[src/tga_rle_pixel_decoder_defines.svh]
// assertion macros for the tga rle pixel decoder rtl
// no dependencies; included by files that carry concurrent checks
`ifndef TGA_RLE_PIXEL_DECODER_DEFINES_SVH
`define TGA_RLE_PIXEL_DECODER_DEFINES_SVH

// same-cycle implication, disabled during reset
`define TGARLE_ASSERT_NOW(label, clk, rst_n, ante, cons) \
	label: assert property (@(posedge clk) disable iff (!rst_n) (ante) |-> (cons)) \
		else $error("tgarle check failed");

// next-cycle implication, disabled during reset
`define TGARLE_ASSERT_NEXT(label, clk, rst_n, ante, cons) \
	label: assert property (@(posedge clk) disable iff (!rst_n) (ante) |=> (cons)) \
		else $error("tgarle check failed");

`endif

[src/tgarle_pkg.sv]
// types, constants and helper functions for the tga rle pixel decoder
// no dependencies; used by tgarle_regs, tgarle_step and the top level
package tgarle_pkg;

	// apb address width: three 32-bit registers at 0, 4, 8
	localparam int ADDR_W = 4;

	// register indexes
	localparam logic [1:0] REG_BPP   = 2'd0;
	localparam logic [1:0] REG_TOTAL = 2'd1;
	localparam logic [1:0] REG_RLE   = 2'd2;

	// register reset values
	localparam logic [2:0]  BPP_RESET   = 3'd4;
	localparam logic [31:0] TOTAL_RESET = 32'd1;
	localparam logic        RLE_RESET   = 1'b0;

	// packet head fields
	localparam logic [7:0] RUN_MASK    = 8'h7f;
	localparam logic [7:0] REPEAT_FLAG = 8'h80;

	// source byte lane for each output lane of a bgr(a) pixel
	localparam logic [1:0] LANE_SRC [4] = '{2'd2, 2'd1, 2'd0, 2'd3};

	typedef struct packed {
		logic [2:0]  bytes_per_pixel;
		logic [31:0] pixel_total;
		logic        rle_mode;
	} cfg_t;

	typedef struct packed {
		logic [31:0] pixel_value;
		logic [7:0]  repeat_count;
		logic        image_end;
		logic        run_clamped;
	} res_t;

	// effective depth: zero acts as one, above four acts as four
	function automatic logic [2:0] depth_of(input logic [2:0] bpp);
		logic [2:0] d;
		d = bpp;
		if (bpp == 3'd0) begin
			d = 3'd1;
		end else if (bpp > 3'd4) begin
			d = 3'd4;
		end
		return d;
	endfunction

	// bgr(a) to rgb(a); grey and two-byte pixels pass straight through
	function automatic logic [31:0] reorder(input logic [31:0] a, input logic [2:0] d);
		logic [31:0] r;
		r = '0;
		if (d == 3'd1) begin
			r = {24'd0, a[7:0]};
		end else if (d == 3'd2) begin
			r = {16'd0, a[15:0]};
		end else begin
			for (int k = 0; k < 4; k++) begin
				if (k < int'(d)) begin
					r[8*k +: 8] = a[8*LANE_SRC[k] +: 8];
				end
			end
		end
		return r;
	endfunction

endpackage

[src/tgarle_regs.sv]
// apb configuration registers of the tga rle pixel decoder
// depends on tgarle_pkg
module tgarle_regs (
	input  logic                          clk,
	input  logic                          arst_n,
	input  logic                          psel,
	input  logic                          penable,
	input  logic                          pwrite,
	input  logic [tgarle_pkg::ADDR_W-1:0] paddr,
	input  logic [31:0]                   pwdata,
	output logic [31:0]                   prdata,
	output logic                          pready,
	output tgarle_pkg::cfg_t              cfg
);

	logic [1:0]       idx;
	logic             wr_en;
	tgarle_pkg::cfg_t cfg_q;

	assign idx    = paddr[3:2];
	assign wr_en  = psel && penable && pwrite;
	assign pready = 1'b1;
	assign cfg    = cfg_q;

	// register writes in the access cycle
	always_ff @(posedge clk or negedge arst_n) begin
		if (!arst_n) begin
			cfg_q.bytes_per_pixel <= tgarle_pkg::BPP_RESET;
			cfg_q.pixel_total     <= tgarle_pkg::TOTAL_RESET;
			cfg_q.rle_mode        <= tgarle_pkg::RLE_RESET;
		end else if (wr_en) begin
			unique case (idx)
				tgarle_pkg::REG_BPP:   cfg_q.bytes_per_pixel <= pwdata[2:0];
				tgarle_pkg::REG_TOTAL: cfg_q.pixel_total     <= pwdata;
				tgarle_pkg::REG_RLE:   cfg_q.rle_mode        <= pwdata[0];
				default: ;
			endcase
		end
	end

	// read back
	always_comb begin
		unique case (idx)
			tgarle_pkg::REG_BPP:   prdata = {29'd0, cfg_q.bytes_per_pixel};
			tgarle_pkg::REG_TOTAL: prdata = cfg_q.pixel_total;
			tgarle_pkg::REG_RLE:   prdata = {31'd0, cfg_q.rle_mode};
			default:               prdata = 32'd0;
		endcase
	end

endmodule

[src/tgarle_step.sv]
// decoder state and the single-pass update for one pixel-data byte
// depends on tgarle_pkg and tga_rle_pixel_decoder_defines.svh
`include "tga_rle_pixel_decoder_defines.svh"

module tgarle_step (
	input  logic             clk,
	input  logic             arst_n,
	input  logic             step_en,
	input  logic [7:0]       byte_s1,
	input  tgarle_pkg::cfg_t cfg,
	output logic             res_valid,
	output tgarle_pkg::res_t res
);

	logic        eph_q;
	logic        rep_q;
	logic [7:0]  ppl_q;
	logic [1:0]  bip_q;
	logic [31:0] asm_q;
	logic [31:0] ipl_q;
	logic        clamp_q;

	logic        eph_c;
	logic        rep_c;
	logic [7:0]  ppl_c;
	logic [1:0]  bip_c;
	logic [31:0] asm_c;
	logic [31:0] ipl_c;
	logic        clamp_c;

	logic [2:0]  depth;
	logic [31:0] asm_g;
	logic [1:0]  bip_g;
	logic        done;
	logic [7:0]  run;
	logic [7:0]  cnt;
	logic        out_clamp;
	logic        emit;

	assign depth = tgarle_pkg::depth_of(cfg.bytes_per_pixel);

	// next state and result for the byte in the input register
	always_comb begin
		eph_c     = eph_q;
		rep_c     = rep_q;
		ppl_c     = ppl_q;
		bip_c     = bip_q;
		asm_c     = asm_q;
		ipl_c     = ipl_q;
		clamp_c   = clamp_q;
		emit      = 1'b0;
		cnt       = 8'd1;
		out_clamp = 1'b0;
		run       = 8'd0;

		// image start: load the pixel count and drop packet state
		if (ipl_q == 32'd0) begin
			ipl_c   = (cfg.pixel_total == 32'd0) ? 32'd1 : cfg.pixel_total;
			eph_c   = 1'b1;
			rep_c   = 1'b0;
			ppl_c   = 8'd0;
			clamp_c = 1'b0;
			bip_c   = 2'd0;
		end

		// byte gathering into the pixel
		asm_g = asm_c;
		asm_g[8*bip_c +: 8] = byte_s1;
		done  = ({1'b0, bip_c} + 3'd1) >= depth;
		bip_g = done ? 2'd0 : bip_c + 2'd1;

		if (!cfg.rle_mode) begin
			// uncompressed: every pixel once
			eph_c   = 1'b1;
			rep_c   = 1'b0;
			ppl_c   = 8'd0;
			clamp_c = 1'b0;
			asm_c   = asm_g;
			bip_c   = bip_g;
			emit    = done;
		end else if (eph_c) begin
			// packet head: run length, clamped to the pixels left
			run = (byte_s1 & tgarle_pkg::RUN_MASK) + 8'd1;
			if ({24'd0, run} > ipl_c) begin
				clamp_c = 1'b1;
				run     = ipl_c[7:0];
			end else begin
				clamp_c = 1'b0;
			end
			ppl_c = run;
			rep_c = (byte_s1 & tgarle_pkg::REPEAT_FLAG) != 8'd0;
			eph_c = 1'b0;
			bip_c = 2'd0;
		end else begin
			// packet body
			asm_c = asm_g;
			bip_c = bip_g;
			emit  = done;
			if (done) begin
				cnt = rep_c ? ppl_c : 8'd1;
				if (cnt == 8'd0) begin
					cnt = 8'd1;
				end
				if ({24'd0, cnt} > ipl_c) begin
					cnt = ipl_c[7:0];
				end
				ppl_c = (ppl_c > cnt) ? ppl_c - cnt : 8'd0;
				if (ppl_c == 8'd0) begin
					eph_c = 1'b1;
				end
				out_clamp = clamp_c;
			end
		end

		// count the pixels off and close the image at its last one
		if (emit) begin
			ipl_c = ipl_c - {24'd0, cnt};
			if (ipl_c == 32'd0) begin
				eph_c   = 1'b1;
				rep_c   = 1'b0;
				ppl_c   = 8'd0;
				clamp_c = 1'b0;
				bip_c   = 2'd0;
			end
		end

		res_valid       = step_en && emit;
		res.pixel_value = tgarle_pkg::reorder(asm_c, depth);
		res.repeat_count = cnt;
		res.image_end   = ipl_c == 32'd0;
		res.run_clamped = out_clamp;
	end

	// state registers
	always_ff @(posedge clk or negedge arst_n) begin
		if (!arst_n) begin
			eph_q   <= 1'b1;
			rep_q   <= 1'b0;
			ppl_q   <= 8'd0;
			bip_q   <= 2'd0;
			asm_q   <= 32'd0;
			ipl_q   <= 32'd0;
			clamp_q <= 1'b0;
		end else if (step_en) begin
			eph_q   <= eph_c;
			rep_q   <= rep_c;
			ppl_q   <= ppl_c;
			bip_q   <= bip_c;
			asm_q   <= asm_c;
			ipl_q   <= ipl_c;
			clamp_q <= clamp_c;
		end
	end

	// inside a packet there is always a pixel left to come
	`TGARLE_ASSERT_NOW(a_packet_not_empty, clk, arst_n, !eph_q, ppl_q != 8'd0)
	// between images no packet is open
	`TGARLE_ASSERT_NOW(a_idle_expects_head, clk, arst_n, ipl_q == 32'd0, eph_q && !clamp_q)
	// a word never covers zero or more than one packet of pixels
	`TGARLE_ASSERT_NOW(a_count_range, clk, arst_n, res_valid,
		res.repeat_count != 8'd0 && res.repeat_count <= 8'd128)

endmodule

[src/tga_rle_pixel_decoder.sv]
// tga rle pixel decoder, top level
// the block takes the pixel-data bytes of a tga image, one word per byte, on
// the input channel (in_valid, in_stall, data_byte) and gives decoded pixels
// on the output channel (out_valid, out_stall, pixel_value, repeat_count,
// image_end, run_clamped). a word moves when valid is high and stall is low.
// depth, pixel count and rle mode come from an apb register port (0x0, 0x4,
// 0x8). the user must write them while the block is idle; it does not check.
// a byte in the byte register has its word registered in the result register
// once that register can advance. throughput is one byte per cycle unless the
// receiver stalls; the state update is short logic between the two registers,
// so bytes follow back to back. packet heads and partial pixels give no word.
// when the receiver stalls, the result register holds its word; the byte
// register still takes one byte while it is empty, after which in_stall
// rises and the accepted byte waits. nothing is dropped.
// reset clears all decoder state; the first byte then starts a new image.
// depends on tgarle_pkg, tgarle_regs and tgarle_step
module tga_rle_pixel_decoder (
	input  logic                          clk,
	input  logic                          arst_n,
	input  logic                          in_valid,
	output logic                          in_stall,
	input  logic [7:0]                    data_byte,
	output logic                          out_valid,
	input  logic                          out_stall,
	output logic [31:0]                   pixel_value,
	output logic [7:0]                    repeat_count,
	output logic                          image_end,
	output logic                          run_clamped,
	input  logic                          psel,
	input  logic                          penable,
	input  logic                          pwrite,
	input  logic [tgarle_pkg::ADDR_W-1:0] paddr,
	input  logic [31:0]                   pwdata,
	output logic [31:0]                   prdata,
	output logic                          pready
);

	tgarle_pkg::cfg_t cfg;
	tgarle_pkg::res_t res;
	tgarle_pkg::res_t res_s2;
	logic             res_valid;
	logic             valid_s1;
	logic [7:0]       byte_s1;
	logic             valid_s2;
	logic             advance;

	// configuration registers
	tgarle_regs u_regs (
		.clk     (clk),
		.arst_n  (arst_n),
		.psel    (psel),
		.penable (penable),
		.pwrite  (pwrite),
		.paddr   (paddr),
		.pwdata  (pwdata),
		.prdata  (prdata),
		.pready  (pready),
		.cfg     (cfg)
	);

	// flow control between the byte and result registers
	assign advance  = !valid_s2 || !out_stall;
	assign in_stall = valid_s1 && !advance;

	// byte register
	always_ff @(posedge clk or negedge arst_n) begin
		if (!arst_n) begin
			valid_s1 <= 1'b0;
		end else if (!in_stall) begin
			valid_s1 <= in_valid;
		end
	end

	always_ff @(posedge clk) begin
		if (!in_stall && in_valid) begin
			byte_s1 <= data_byte;
		end
	end

	// decoder state and single-pass update
	tgarle_step u_step (
		.clk       (clk),
		.arst_n    (arst_n),
		.step_en   (valid_s1 && advance),
		.byte_s1   (byte_s1),
		.cfg       (cfg),
		.res_valid (res_valid),
		.res       (res)
	);

	// result register
	always_ff @(posedge clk or negedge arst_n) begin
		if (!arst_n) begin
			valid_s2 <= 1'b0;
		end else if (advance) begin
			valid_s2 <= res_valid;
		end
	end

	always_ff @(posedge clk) begin
		if (advance && res_valid) begin
			res_s2 <= res;
		end
	end

	assign out_valid    = valid_s2;
	assign pixel_value  = res_s2.pixel_value;
	assign repeat_count = res_s2.repeat_count;
	assign image_end    = res_s2.image_end;
	assign run_clamped  = res_s2.run_clamped;

endmodule

[config.mk]
export PLATFORM = sky130hd
export DESIGN_NAME = tga_rle_pixel_decoder
export DESIGN_NICKNAME = d
export VERILOG_FILES = /design/src/tgarle_pkg.sv /design/src/tgarle_regs.sv /design/src/tgarle_step.sv /design/src/tga_rle_pixel_decoder.sv
export VERILOG_INCLUDE_DIRS = /design/src /design/src/src
export SDC_FILE = /design/constraint.sdc
export NUM_CORES = 1
export LEC_CHECK = 0
export ABC_AREA = 1
export ABC_CLOCK_PERIOD_IN_PS = 16300
export BUFFER_PORTS_ARGS = -buffer_cell sky130_fd_sc_hd__buf_2
export CAP_MARGIN = 0
export CORE_MARGIN = 4
export CORE_UTILIZATION = 50
export CTS_BUF_LIST = sky130_fd_sc_hd__clkbuf_16
export DETAILED_ROUTE_END_ITERATION = 7
export GPL_ROUTABILITY_DRIVEN = 0
export PLACE_DENSITY = 0.81
export SKIP_CTS_REPAIR_TIMING = 1
export SLEW_MARGIN = 25
export SYNTH_ARGS = -nofsm -noshare
export SYNTH_HDL_FRONTEND = slang
export SYNTH_SLANG_ARGS = --single-unit
[constraint.sdc]
create_clock -name clk -period 16.3 [get_ports clk]
set_input_delay 2.445 -clock clk [delete_from_list [all_inputs] [get_ports clk]]
set_output_delay 2.445 -clock clk [all_outputs]
set_load 0.05 [all_outputs]
==> impl_metrics.yaml, run 1 <==
finish:
  design_area_sq_um: 12200
  regArea_sq_um: 4380
  layout_commonest_cell: "nand2_1"
  final_cell_mix: "454 x nand2_1, 204 x nor2_1, 186 x inv_1"
  antenna_cells: 0
  nFillCells: 1909
  multiInputGateArea_sq_um: 5440
  fin_nets: 1720
  drive_gt1_share_pct: 12.7
  area.growth.synth_to_final_pct: 13.1
synth:
  synthTopCellsByArea: "dfrtp_1 26%, nand2_1 16%, edfxtp_1 14%"
  synthArstFlopShare_pct: 69.7
  ys_warn_count: 0
  ys.flop_type: "dfrtp_1"
  syn_nets: 1622
  ys_types: 50
  yosys_register_bits: 165
  synth_top_cell_by_area: "dfrtp_1"
  syn_inst: 1527
  synth_edf_count: 50
  syn_area_sq_um: 10800
  synth_top_area_share_pct: 26.0
  synth.avg_cell_area_sq_um: 7.05
  synth_seq_area_share_pct: 40.7
setup_path:
  critPathCaptureType: "register"
  cpMostUsedCell: "nand2_1"
  cp.arrival_ns: 7.92
  start_kind: "register"
  crit_start: "u_step.ipl_q[23]$_DFFE_PN0P_"
  critPathMaxFanout: 57
  r2r-start: "u_step.ipl_q[23]$_DFFE_PN0P_"
  max_stage_delay_ns: 0.64
  worstSetupPathType: "reg -> reg"
  crit_path_top_delay_cell: "a21oi_1"
  critical_path_required_ns: 16.61
clock_network:
  cts_tree: "built"
  insertion_delay_ns: 0.44
  cts.root.buffer_cell: "clkbuf_16"
  cts_buffer_depth: 2
  cts_buffers: 17
  htreeDepth: 4
  cts.clk_slew.worst_paths_ns: 0.08
  cts_num_sinks: 165
timing:
  timing.fmax_mhz: 131
  fin_crit_ns: 7.61
  fin_setup_tns_ns: 0
  slew_headroom_pct: 35.0
  rsz0062_at_grt: "false"
  setup_viol: 0
  slew_violations: 0
  tightest_slew_ns: 0.971
  post-route-period-util_pct: 46.7
  final_hold_viol_count: 0
  finClkSkew_ns: 0.0202
floorplan:
  start_util_pct: 51.1
  ios: 128
  dieArea_sq_um: 23900
  core_sq_um: 21100
  die_h_microns: 155
  num_rows: 53
  die_x_microns: 155
routing:
  vias: 10500
  avgRoutedWirePerCell_microns: 15.2
  drc: 0
  dr.pass1.iters: 7
  detail_route.wirelength_microns: 29000
  viasPerCell: 5.47
  drt_iter0_drc: 887
  ant_nets: 0
power:
  power_leakage_uw: 0.00592
  ir_drop_mv: 0.0915
  clkPwrFrac_pct: 17.5
  cellPowerDensity_nw_per_um2: 190
  p_switching_uw: 1140
  p_int_uw: 1160
  power_uw: 2310
  seqPwrFrac_pct: 27.9
  p_comb_share_pct: 54.5
  swShare_pct: 49.6
global_routing:
  grt-ovfl-total: 0
  track_usage_pct: 24.3
  grt_max_degree: 98
  antenna_found_initial: 0
  grt_pass1_vias: 9850
  grt_first_pass_wirelength_microns: 47700
worst_hold_path:
  hold_path.class: "reg -> reg"
  hp-start: "u_step.asm_q[22]$_DFFE_PN0P_"
placed_design:
  portBuffers: 124
  placed_area_sq_um: 11600
  dp_hpwl_microns: 21700
flow_run:
  drv_cap: 0
run_status:
  status: "completed"
[layout make-up]
| type | count | area share [%] |
|---|---|---|
| well taps | 275 | 2.83 |
| multi-input cells | 1123 | 44.6 |
| flip-flops and latches | 165 | 36.0 |
| inverters | 185 | 5.70 |
| clock buffers | 18 | 3.70 |
| clock inverters | 14 | 1.12 |
| repair buffers | 133 | 6.03 |
[cells by family (layout without fill, tap and decap cells)]
| family | count (synthesis) | count (layout) | synth area share (%) |
|---|---|---|---|
| other | 1 | 1 | 0.0348 |
| flip-flops | 165 | 165 | 40.7 |
| buffers and inverters | 239 | 350 | 8.98 |
| adder cells (fa/ha/maj) | 44 | 44 | 5.25 |
| AND/OR/NAND/NOR | 794 | 794 | 30.1 |
| XOR/XNOR | 16 | 16 | 1.30 |
| AO/OA/AOI/OAI | 268 | 268 | 13.6 |
[through the flow]
step | cells | setup slack [ns] | utilization, % | hold slack, ns
after floorplan | 1527 | 9.99 | - | 0.443
after global placement | 1879 | 9.03 | 54.7 | 0.459
after detailed placement | 1880 | 8.95 | 54.8 | 0.464
after CTS | 1912 | 8.87 | 57.6 | 0.477
after global routing | 1913 | 8.19 | 57.8 | 0.503
final | 1913 | 8.69 | 57.8 | 0.483
[per-layer routing]
| metal | wire, microns | GRT usage (%) |
|---|---|---|
| met1 | 12500 | 33.0 |
| met2 | 13200 | 39.1 |
| met3 | 2420 | 4.03 |
| met4 | 931 | 9.46 |
| met5 | 0 | 0 |
[critical path, delay by kind of cell, from the launching register on]
family	cells	cell delay (ns)
AND/OR/NAND/NOR	21	3.40
adder cells (fa/ha/maj)	3	1.09
flip-flops	1	0.40
buffers and inverters	5	1.33
AO/OA/AOI/OAI	4	1.19
[power groups by stage]
stage / logic (uW) / registers [uW] / clock network, uW
2_1_floorplan: 846 / 727 / 0
3_3_place_gp: 1190 / 646 / 0
3_5_place_dp: 1230 / 650 / 0
4_1_cts: 1240 / 644 / 407
5_1_grt: 1400 / 659 / 427
6_report: 1260 / 645 / 405
[synthesized netlist by cell type (2+ instances only)]
cell      number
inv_1        185
nor2_4         3
nor2_1       208
or2_2          2
o22ai_1       11
nand4_1        9
dfstp_2        3
ha_1          42
o21bai_1       3
edfxtp_1      50
clkbuf_1      36
o21ai_2        2
nand3b_1       3
buf_6          4
nor3_1        13
o21ai_1        2
a32oi_1        5
o21ai_0      180
nand2_1      454
buf_4          5
o211ai_1       3
nor2_2         8
a32o_1         2
buf_2          7
nor3_2         2
nand3_1       77
a21oi_2        6
xnor2_1        4
fa_1           2
a21oi_1       45
xor2_1        12
nand2_2        9
dfrtp_1      112
o311ai_0       2
[path summary, 6_finish.rpt]
check | endpoint | slack [ns] | cells after the start
setup / recovery | u_step.ppl_q[2]$_DFFE_PN0P_ | 8.69 | 33
hold / removal | u_step.asm_q[22]$_DFFE_PN0P_ | 0.48 | 2
setup reg to reg | u_step.ppl_q[2]$_DFFE_PN0P_ | 8.69 | 33
hold reg to reg | u_step.asm_q[22]$_DFFE_PN0P_ | 0.48 | 2
max in group asynchronous | u_regs.cfg[19]$_DFFE_PN0P_ | 13.22 | 2
min in group asynchronous | u_step.asm_q[27]$_DFFE_PN0P_ | 1.99 | 1
[state kept, by name (all words and copies together) (netlist names), 2 cells and up]
name,cells
byte_s1,8
pixel_value,32
repeat_count,8
u_regs.cfg,36
u_step.asm_q,32
u_step.bip_q,2
u_step.ipl_q,32
u_step.ppl_q,8
(Power assumes the default switching activity.)
==> run 2, diff against run 1 <==
--- a/config.mk
+++ b/config.mk
@@ -7,7 +7,7 @@
 export NUM_CORES = 1
 export LEC_CHECK = 0
 export ABC_AREA = 1
-export ABC_CLOCK_PERIOD_IN_PS = 16300
+export ABC_CLOCK_PERIOD_IN_PS = 7400
 export BUFFER_PORTS_ARGS = -buffer_cell sky130_fd_sc_hd__buf_2
 export CAP_MARGIN = 0
 export CORE_MARGIN = 4
==> constraint.sdc (replaced) <==
create_clock -name clk -period 7.4 [get_ports clk]
set_input_delay 1.11 -clock clk [delete_from_list [all_inputs] [get_ports clk]]
set_output_delay 1.11 -clock clk [all_outputs]
set_load 0.05 [all_outputs]
==> impl_metrics.yaml, run 2 (synthesized netlist as in run 1, its figures left out) <==
setup_path:
  cpMostUsedCell: "nand2_1"
  start_kind: "register"
  cp.arrival_ns: 7.20
  path_buf_inv: 4
  crit_family: "simple AND/OR/NAND/NOR gates"
  r2r_setup_slack_ns: 0.51
  critPathMaxFanout: 14
  timing.rr.end: "u_step.ppl_q[6]$_DFFE_PN0P_"
  critPathCaptureType: "register"
  crit_path_top_delay_cell: "a21oi_1"
  ff2ff_path_depth: 32
  r2r-start: "u_step.ipl_q[13]$_DFFE_PN0P_"
  worstSetupPathType: "reg -> reg"
  max_stage_delay_ns: 0.59
  critical_path_required_ns: 7.71
timing:
  hold_ws_ns: 0.483
  rsz0062_at_grt: "false"
  post-route-period-util_pct: 93.1
  slew_violations: 0
  setup_viol: 0
  tightest_slew_ns: 1.01
  fin_crit_ns: 6.89
  timing.fmax_mhz: 145
  final_hold_viol_count: 0
  fin_setup_tns_ns: 0
  finClkSkew_ns: 0.0149
  slew_headroom_pct: 32.2
clock_network:
  cts_num_sinks: 165
  cts_tree: "built"
  cts.clk_slew.worst_paths_ns: 0.06
  htreeDepth: 4
  insertion_delay_ns: 0.44
  cts_buffers: 17
  cts_buffer_depth: 2
  cts.root.buffer_cell: "clkbuf_16"
worst_hold_path:
  hp-start: "u_step.asm_q[24]$_DFFE_PN0P_"
  min_path_cells: 2
  hold_path.class: "reg -> reg"
  min_to: "u_step.asm_q[24]$_DFFE_PN0P_"
power:
  p_comb_share_pct: 54.5
  seqPwrFrac_pct: 27.7
  swShare_pct: 49.7
  p_int_uw: 2580
  cellPowerDensity_nw_per_um2: 419
  clkPwrFrac_pct: 17.8
  ir_drop_mv: 0.213
  power_uw: 5130
  p_switching_uw: 2550
  power_leakage_uw: 0.00596
routing:
  drt_iter0_drc: 943
  ant_nets: 0
  detail_route.wirelength_microns: 29300
  avgRoutedWirePerCell_microns: 15.3
  vias: 10500
  drc: 0
  viasPerCell: 5.48
  dr.pass1.iters: 8
floorplan:
  die_h_microns: 155
  num_rows: 53
  dieArea_sq_um: 23900
  start_util_pct: 51.1
  die_x_microns: 155
  ios: 128
  core_sq_um: 21100
global_routing:
  grt_pass1_vias: 10100
  grt-ovfl-total: 0
  track_usage_pct: 24.5
  antenna_found_initial: 0
  grt_max_degree: 97
  grt_first_pass_wirelength_microns: 48400
finish:
  antenna_cells: 0
  design_area_sq_um: 12200
  fin_nets: 1727
  drive_gt1_share_pct: 13.3
  largest_reg_flops: 36
  stdcell_count: 1920
  area.growth.synth_to_final_pct: 13.5
  layout_commonest_cell: "nand2_1"
  final_cell_mix: "454 x nand2_1, 204 x nor2_1, 184 x inv_1"
flow_run:
  drv_cap: 0
placed_design:
  placed_area_sq_um: 11600
  place_inst: 1885
  dp_hpwl_microns: 21600
  portBuffers: 124
run_status:
  status: "completed"
[run 2: changes by cell type in the layout (fill, tap and decap cells not counted), sizes merged]
| cell | delta |
|---|---|
| inv | +4 |
| buf | +7 |
| clkinvlp | -2 |
| clkinv | -2 |
[run 2: cell type report]
cell class                      instances  area, sq um
Tap cell                              275          344
Inverter                              185          694
Multi-Input combinational cell       1123         5440
Clock inverter                         14          148
Timing Repair Buffer                  140          768
Clock buffer                           18          450
Fill cell                            1906         8860
Sequential cell                       165         4380
[run 2: worst min-delay path, cell delays in order (launching register included)]
cell and delay, ns:
dfrtp_1 0.34, nand2_1 0.05, o21ai_0 0.06
[run 2: stage by stage]
stage               utilization [%]  setup slack [ns]
floorplan                         -              1.75
global route                   58.0            0.0502
CTS                            57.8             0.556
finish                         58.0             0.511
global placement               54.9             0.611
detailed placement             55.0             0.593
[run 2: worst max path at each step]
stage	startpoint	endpoint	slack, ns	cells past startpoint
after detailed placement	u_step.ipl_q[13]$_DFFE_PN0P_	u_step.ppl_q[5]$_DFFE_PN0P_	0.59	32
after floorplan	u_step.ipl_q[13]$_DFFE_PN0P_	u_step.ppl_q[0]$_DFFE_PN0P_	1.75	38
after CTS	u_step.ipl_q[13]$_DFFE_PN0P_	u_step.ppl_q[6]$_DFFE_PN0P_	0.56	34
final	u_step.ipl_q[13]$_DFFE_PN0P_	u_step.ppl_q[6]$_DFFE_PN0P_	0.51	32
after global placement	u_step.ipl_q[13]$_DFFE_PN0P_	u_step.ppl_q[6]$_DFFE_PN0P_	0.61	32
after global routing	u_step.ipl_q[13]$_DFFE_PN0P_	u_step.ppl_q[1]$_DFFE_PN0P_	0.05	38
[run 2: routing by layer]
| metal | up-vias | global-route usage (%) | routed length (microns) |
|---|---|---|---|
| met5 | - | 0 | 0 |
| li1 | 5120 | - | - |
| met2 | 512 | 39.4 | 13300 |
| met3 | 91 | 3.44 | 2430 |
| met1 | 4790 | 33.6 | 12700 |
| met4 | 0 | 9.88 | 913 |
[run 2: power groups by stage]
stage	logic [uW]	clock network (uW)	registers [uW]
global route	3120	954	1450
detailed placement	2720	0	1430
global placement	2640	0	1420
finish	2790	910	1420
floorplan	1860	0	1600
CTS	2750	912	1420
==> run 3, diff against run 2 <==
--- a/config.mk
+++ b/config.mk
@@ -6,7 +6,6 @@
 export SDC_FILE = /design/constraint.sdc
 export NUM_CORES = 1
 export LEC_CHECK = 0
-export ABC_AREA = 1
 export ABC_CLOCK_PERIOD_IN_PS = 7400
 export BUFFER_PORTS_ARGS = -buffer_cell sky130_fd_sc_hd__buf_2
 export CAP_MARGIN = 0
@@ -20,4 +19,5 @@
 export SLEW_MARGIN = 25
 export SYNTH_ARGS = -nofsm -noshare
 export SYNTH_HDL_FRONTEND = slang
+export SYNTH_HIERARCHICAL = 1
 export SYNTH_SLANG_ARGS = --single-unit
==> impl_metrics.yaml, run 3 <==
setup_path:
  critPathMaxFanout: 16
  path_buf_inv: 4
  ff2ff_path_depth: 30
  worstSetupPathType: "reg -> reg"
  max_stage_delay_ns: 0.47
  r2r-start: "u_step/ipl_q[26]$_DFFE_PN0P_"
  cpMostUsedCell: "o21a_1"
  cp.arrival_ns: 7.59
  critical_path_required_ns: 7.74
  crit_family: "compound AO/OA/AOI/OAI gates"
  crit_path_top_delay_cell: "or3_4"
  start_kind: "register"
  r2r_setup_slack_ns: 0.15
  timing.rr.end: "u_step/clamp_q$_DFFE_PN0P_"
  critPathCaptureType: "register"
timing:
  setup_slack_ns: 0.147
  hold_ws_ns: 0.499
  setup_viol: 0
  post-route-period-util_pct: 98.0
  slew_violations: 0
  slew_headroom_pct: 34.5
  final_hold_viol_count: 0
  timing.fmax_mhz: 138
  tightest_slew_ns: 0.981
  finClkSkew_ns: 0.0114
  fin_crit_ns: 7.25
power:
  power_leakage_uw: 0.00530
  p_int_uw: 2510
  ir_drop_mv: 0.286
  power_uw: 4680
  swShare_pct: 46.3
  seqPwrFrac_pct: 30.5
  p_comb_share_pct: 49.9
  p_switching_uw: 2160
  cellPowerDensity_nw_per_um2: 378
  clkPwrFrac_pct: 19.6
routing:
  vias: 9579
  viasPerCell: 6.27
  detail_route.wirelength_microns: 30000
  avgRoutedWirePerCell_microns: 19.6
  ant_nets: 0
  drt_iter0_drc: 1297
  drc: 0
  dr.pass1.iters: 6
placed_design:
  portBuffers: 124
  place_ws_ns: 0.144
  dp_hpwl_microns: 21000
floorplan:
  die_x_microns: 152
  ios: 128
  start_util_pct: 51.1
  dieArea_sq_um: 23100
  die_h_microns: 152
  num_rows: 52
  core_sq_um: 20300
clock_network:
  cts_tree: "built"
  cts_buffer_depth: 2
  insertion_delay_ns: 0.45
  htreeDepth: 4
  cts.root.buffer_cell: "clkbuf_16"
  cts_buffers: 17
  cts_num_sinks: 165
  cts.clk_slew.worst_paths_ns: 0.08
finish:
  final_cell_mix: "123 x buf_2, 118 x nor2_1, 111 x dfrtp_1"
  utilization_pct: 61.0
  drive_gt1_share_pct: 25.8
  fin_nets: 1340
  antenna_cells: 0
  layout_commonest_cell: "buf_2"
  area.growth.synth_to_final_pct: 19.5
  largest_reg_flops: 36
worst_hold_path:
  min_path_cells: 1
  hold_path.class: "reg -> reg"
  hp-start: "u_step/bip_q[0]$_DFFE_PN0P_"
  min_to: "u_step/bip_q[0]$_DFFE_PN0P_"
synth:
  yosys-top-cells-count: "118 x nor2_1, 112 x dfrtp_1, 94 x a21oi_1"
  synth_top_cell_by_area: "dfrtp_1"
  ys_warn_count: 6
  muxShareOfSynthArea_pct: 6.56
  synthArstFlopShare_pct: 69.7
  synth-compound-area-share_pct: 19.6
  synth_fa_ha_area_share_pct: 5.46
  ys.flop_type: "dfrtp_1"
  synth_seq_area_share_pct: 42.3
  synthTopCellsByArea: "dfrtp_1 27%, edfxtp_1 14%, ha_1 5.1%"
  yosys_register_bits: 165
  syn_nets: 1174
  syn_inst: 1079
  synth_top_area_share_pct: 27.0
  synthSimpleGateAreaFrac_pct: 20.7
  ys_types: 88
  syn_area_sq_um: 10400
  synth_top_family_by_area: "simple AND/OR/NAND/NOR gates"
  synth_xor_area_share_pct: 1.94
  synth_edf_count: 50
  synth.avg_cell_area_sq_um: 9.60
  yosysMostFrequentCell: "nor2_1"
global_routing:
  grt_first_pass_wirelength_microns: 48400
  grt_pass1_vias: 9153
  antenna_found_initial: 0
  grt-ovfl-total: 0
  grt_max_degree: 77
  track_usage_pct: 25.5
run_status:
  status: "completed"
flow_run:
  drv_cap: 0
## run 3: cell type report
class,count,area (sq um)
timing repair buffer,200,1200
inverter,29,109
fill,1595,7920
tap,270,338
clock buffer,17,425
sequential,165,4380
multi-input combinational,832,5730
clock inverter,15,191
## run 3: power groups by stage
stage | combinational (uW) | clock (uW) | sequential (uW)
after floorplan | 1400 | 0 | 1570
final | 2330 | 918 | 1420
after global placement | 2170 | 0 | 1420
after detailed placement | 2230 | 0 | 1430
after CTS | 2260 | 928 | 1420
after global routing | 2510 | 966 | 1450
## run 3: layer usage
layer | vias to the layer above | wire length, microns | track usage (%)
met1 | 4587 | 12600 | 36.1
li1 | 4346 | - | -
met2 | 566 | 13700 | 39.4
met5 | - | 0 | 0
met3 | 80 | 2870 | 5.20
met4 | 0 | 860 | 8.82
## run 3: worst reg2reg max path: cells and delay by family (launching register included)
family	cells	cell delay, ns
adders and majority gates	3	0.74
muxes	1	0.27
and+or+nand+nor	9	2.02
xor gates and xnor gates	1	0.09
AOI/OAI and AO/OA	12	2.84
buffers and inverters	4	0.75
DFF	1	0.44
## run 3: per-stage QoR
stage / setup TNS, ns / cells / cell area, sq um
floorplan: 0 / 1079 / 10400
global placement: 0 / 1494 / 11700
detailed placement: 0 / 1494 / 11700
CTS: 0 / 1526 / 12300
global route: -0.0550 / 1528 / 12400
finish: 0 / 1528 / 12400
## run 3: cell families after synthesis
logic type	count (synthesis)
buffers and inverters	82
flip-flops	165
XOR/XNOR	23
multiplexers	62
other	1
AO/OA/AOI/OAI	296
adder cells (fa/ha/maj)	44
AND/OR/NAND/NOR	406
## run 3: worst max path at each step
stage                                       from                     endpoint  slack, ns  cells past startpoint
floorplan           u_step/ipl_q[18]$_DFFE_PN0P_  u_step/ppl_q[0]$_DFFE_PN0P_       0.07                     30
global placement    u_step/ipl_q[19]$_DFFE_PN0P_   u_step/clamp_q$_DFFE_PN0P_       0.24                     29
detailed placement  u_step/ipl_q[19]$_DFFE_PN0P_   u_step/clamp_q$_DFFE_PN0P_       0.14                     29
CTS                 u_step/ipl_q[19]$_DFFE_PN0P_   u_step/clamp_q$_DFFE_PN0P_       0.11                     29
global route        u_step/ipl_q[26]$_DFFE_PN0P_   u_step/clamp_q$_DFFE_PN0P_      -0.05                     31
finish              u_step/ipl_q[26]$_DFFE_PN0P_   u_step/clamp_q$_DFFE_PN0P_       0.15                     30
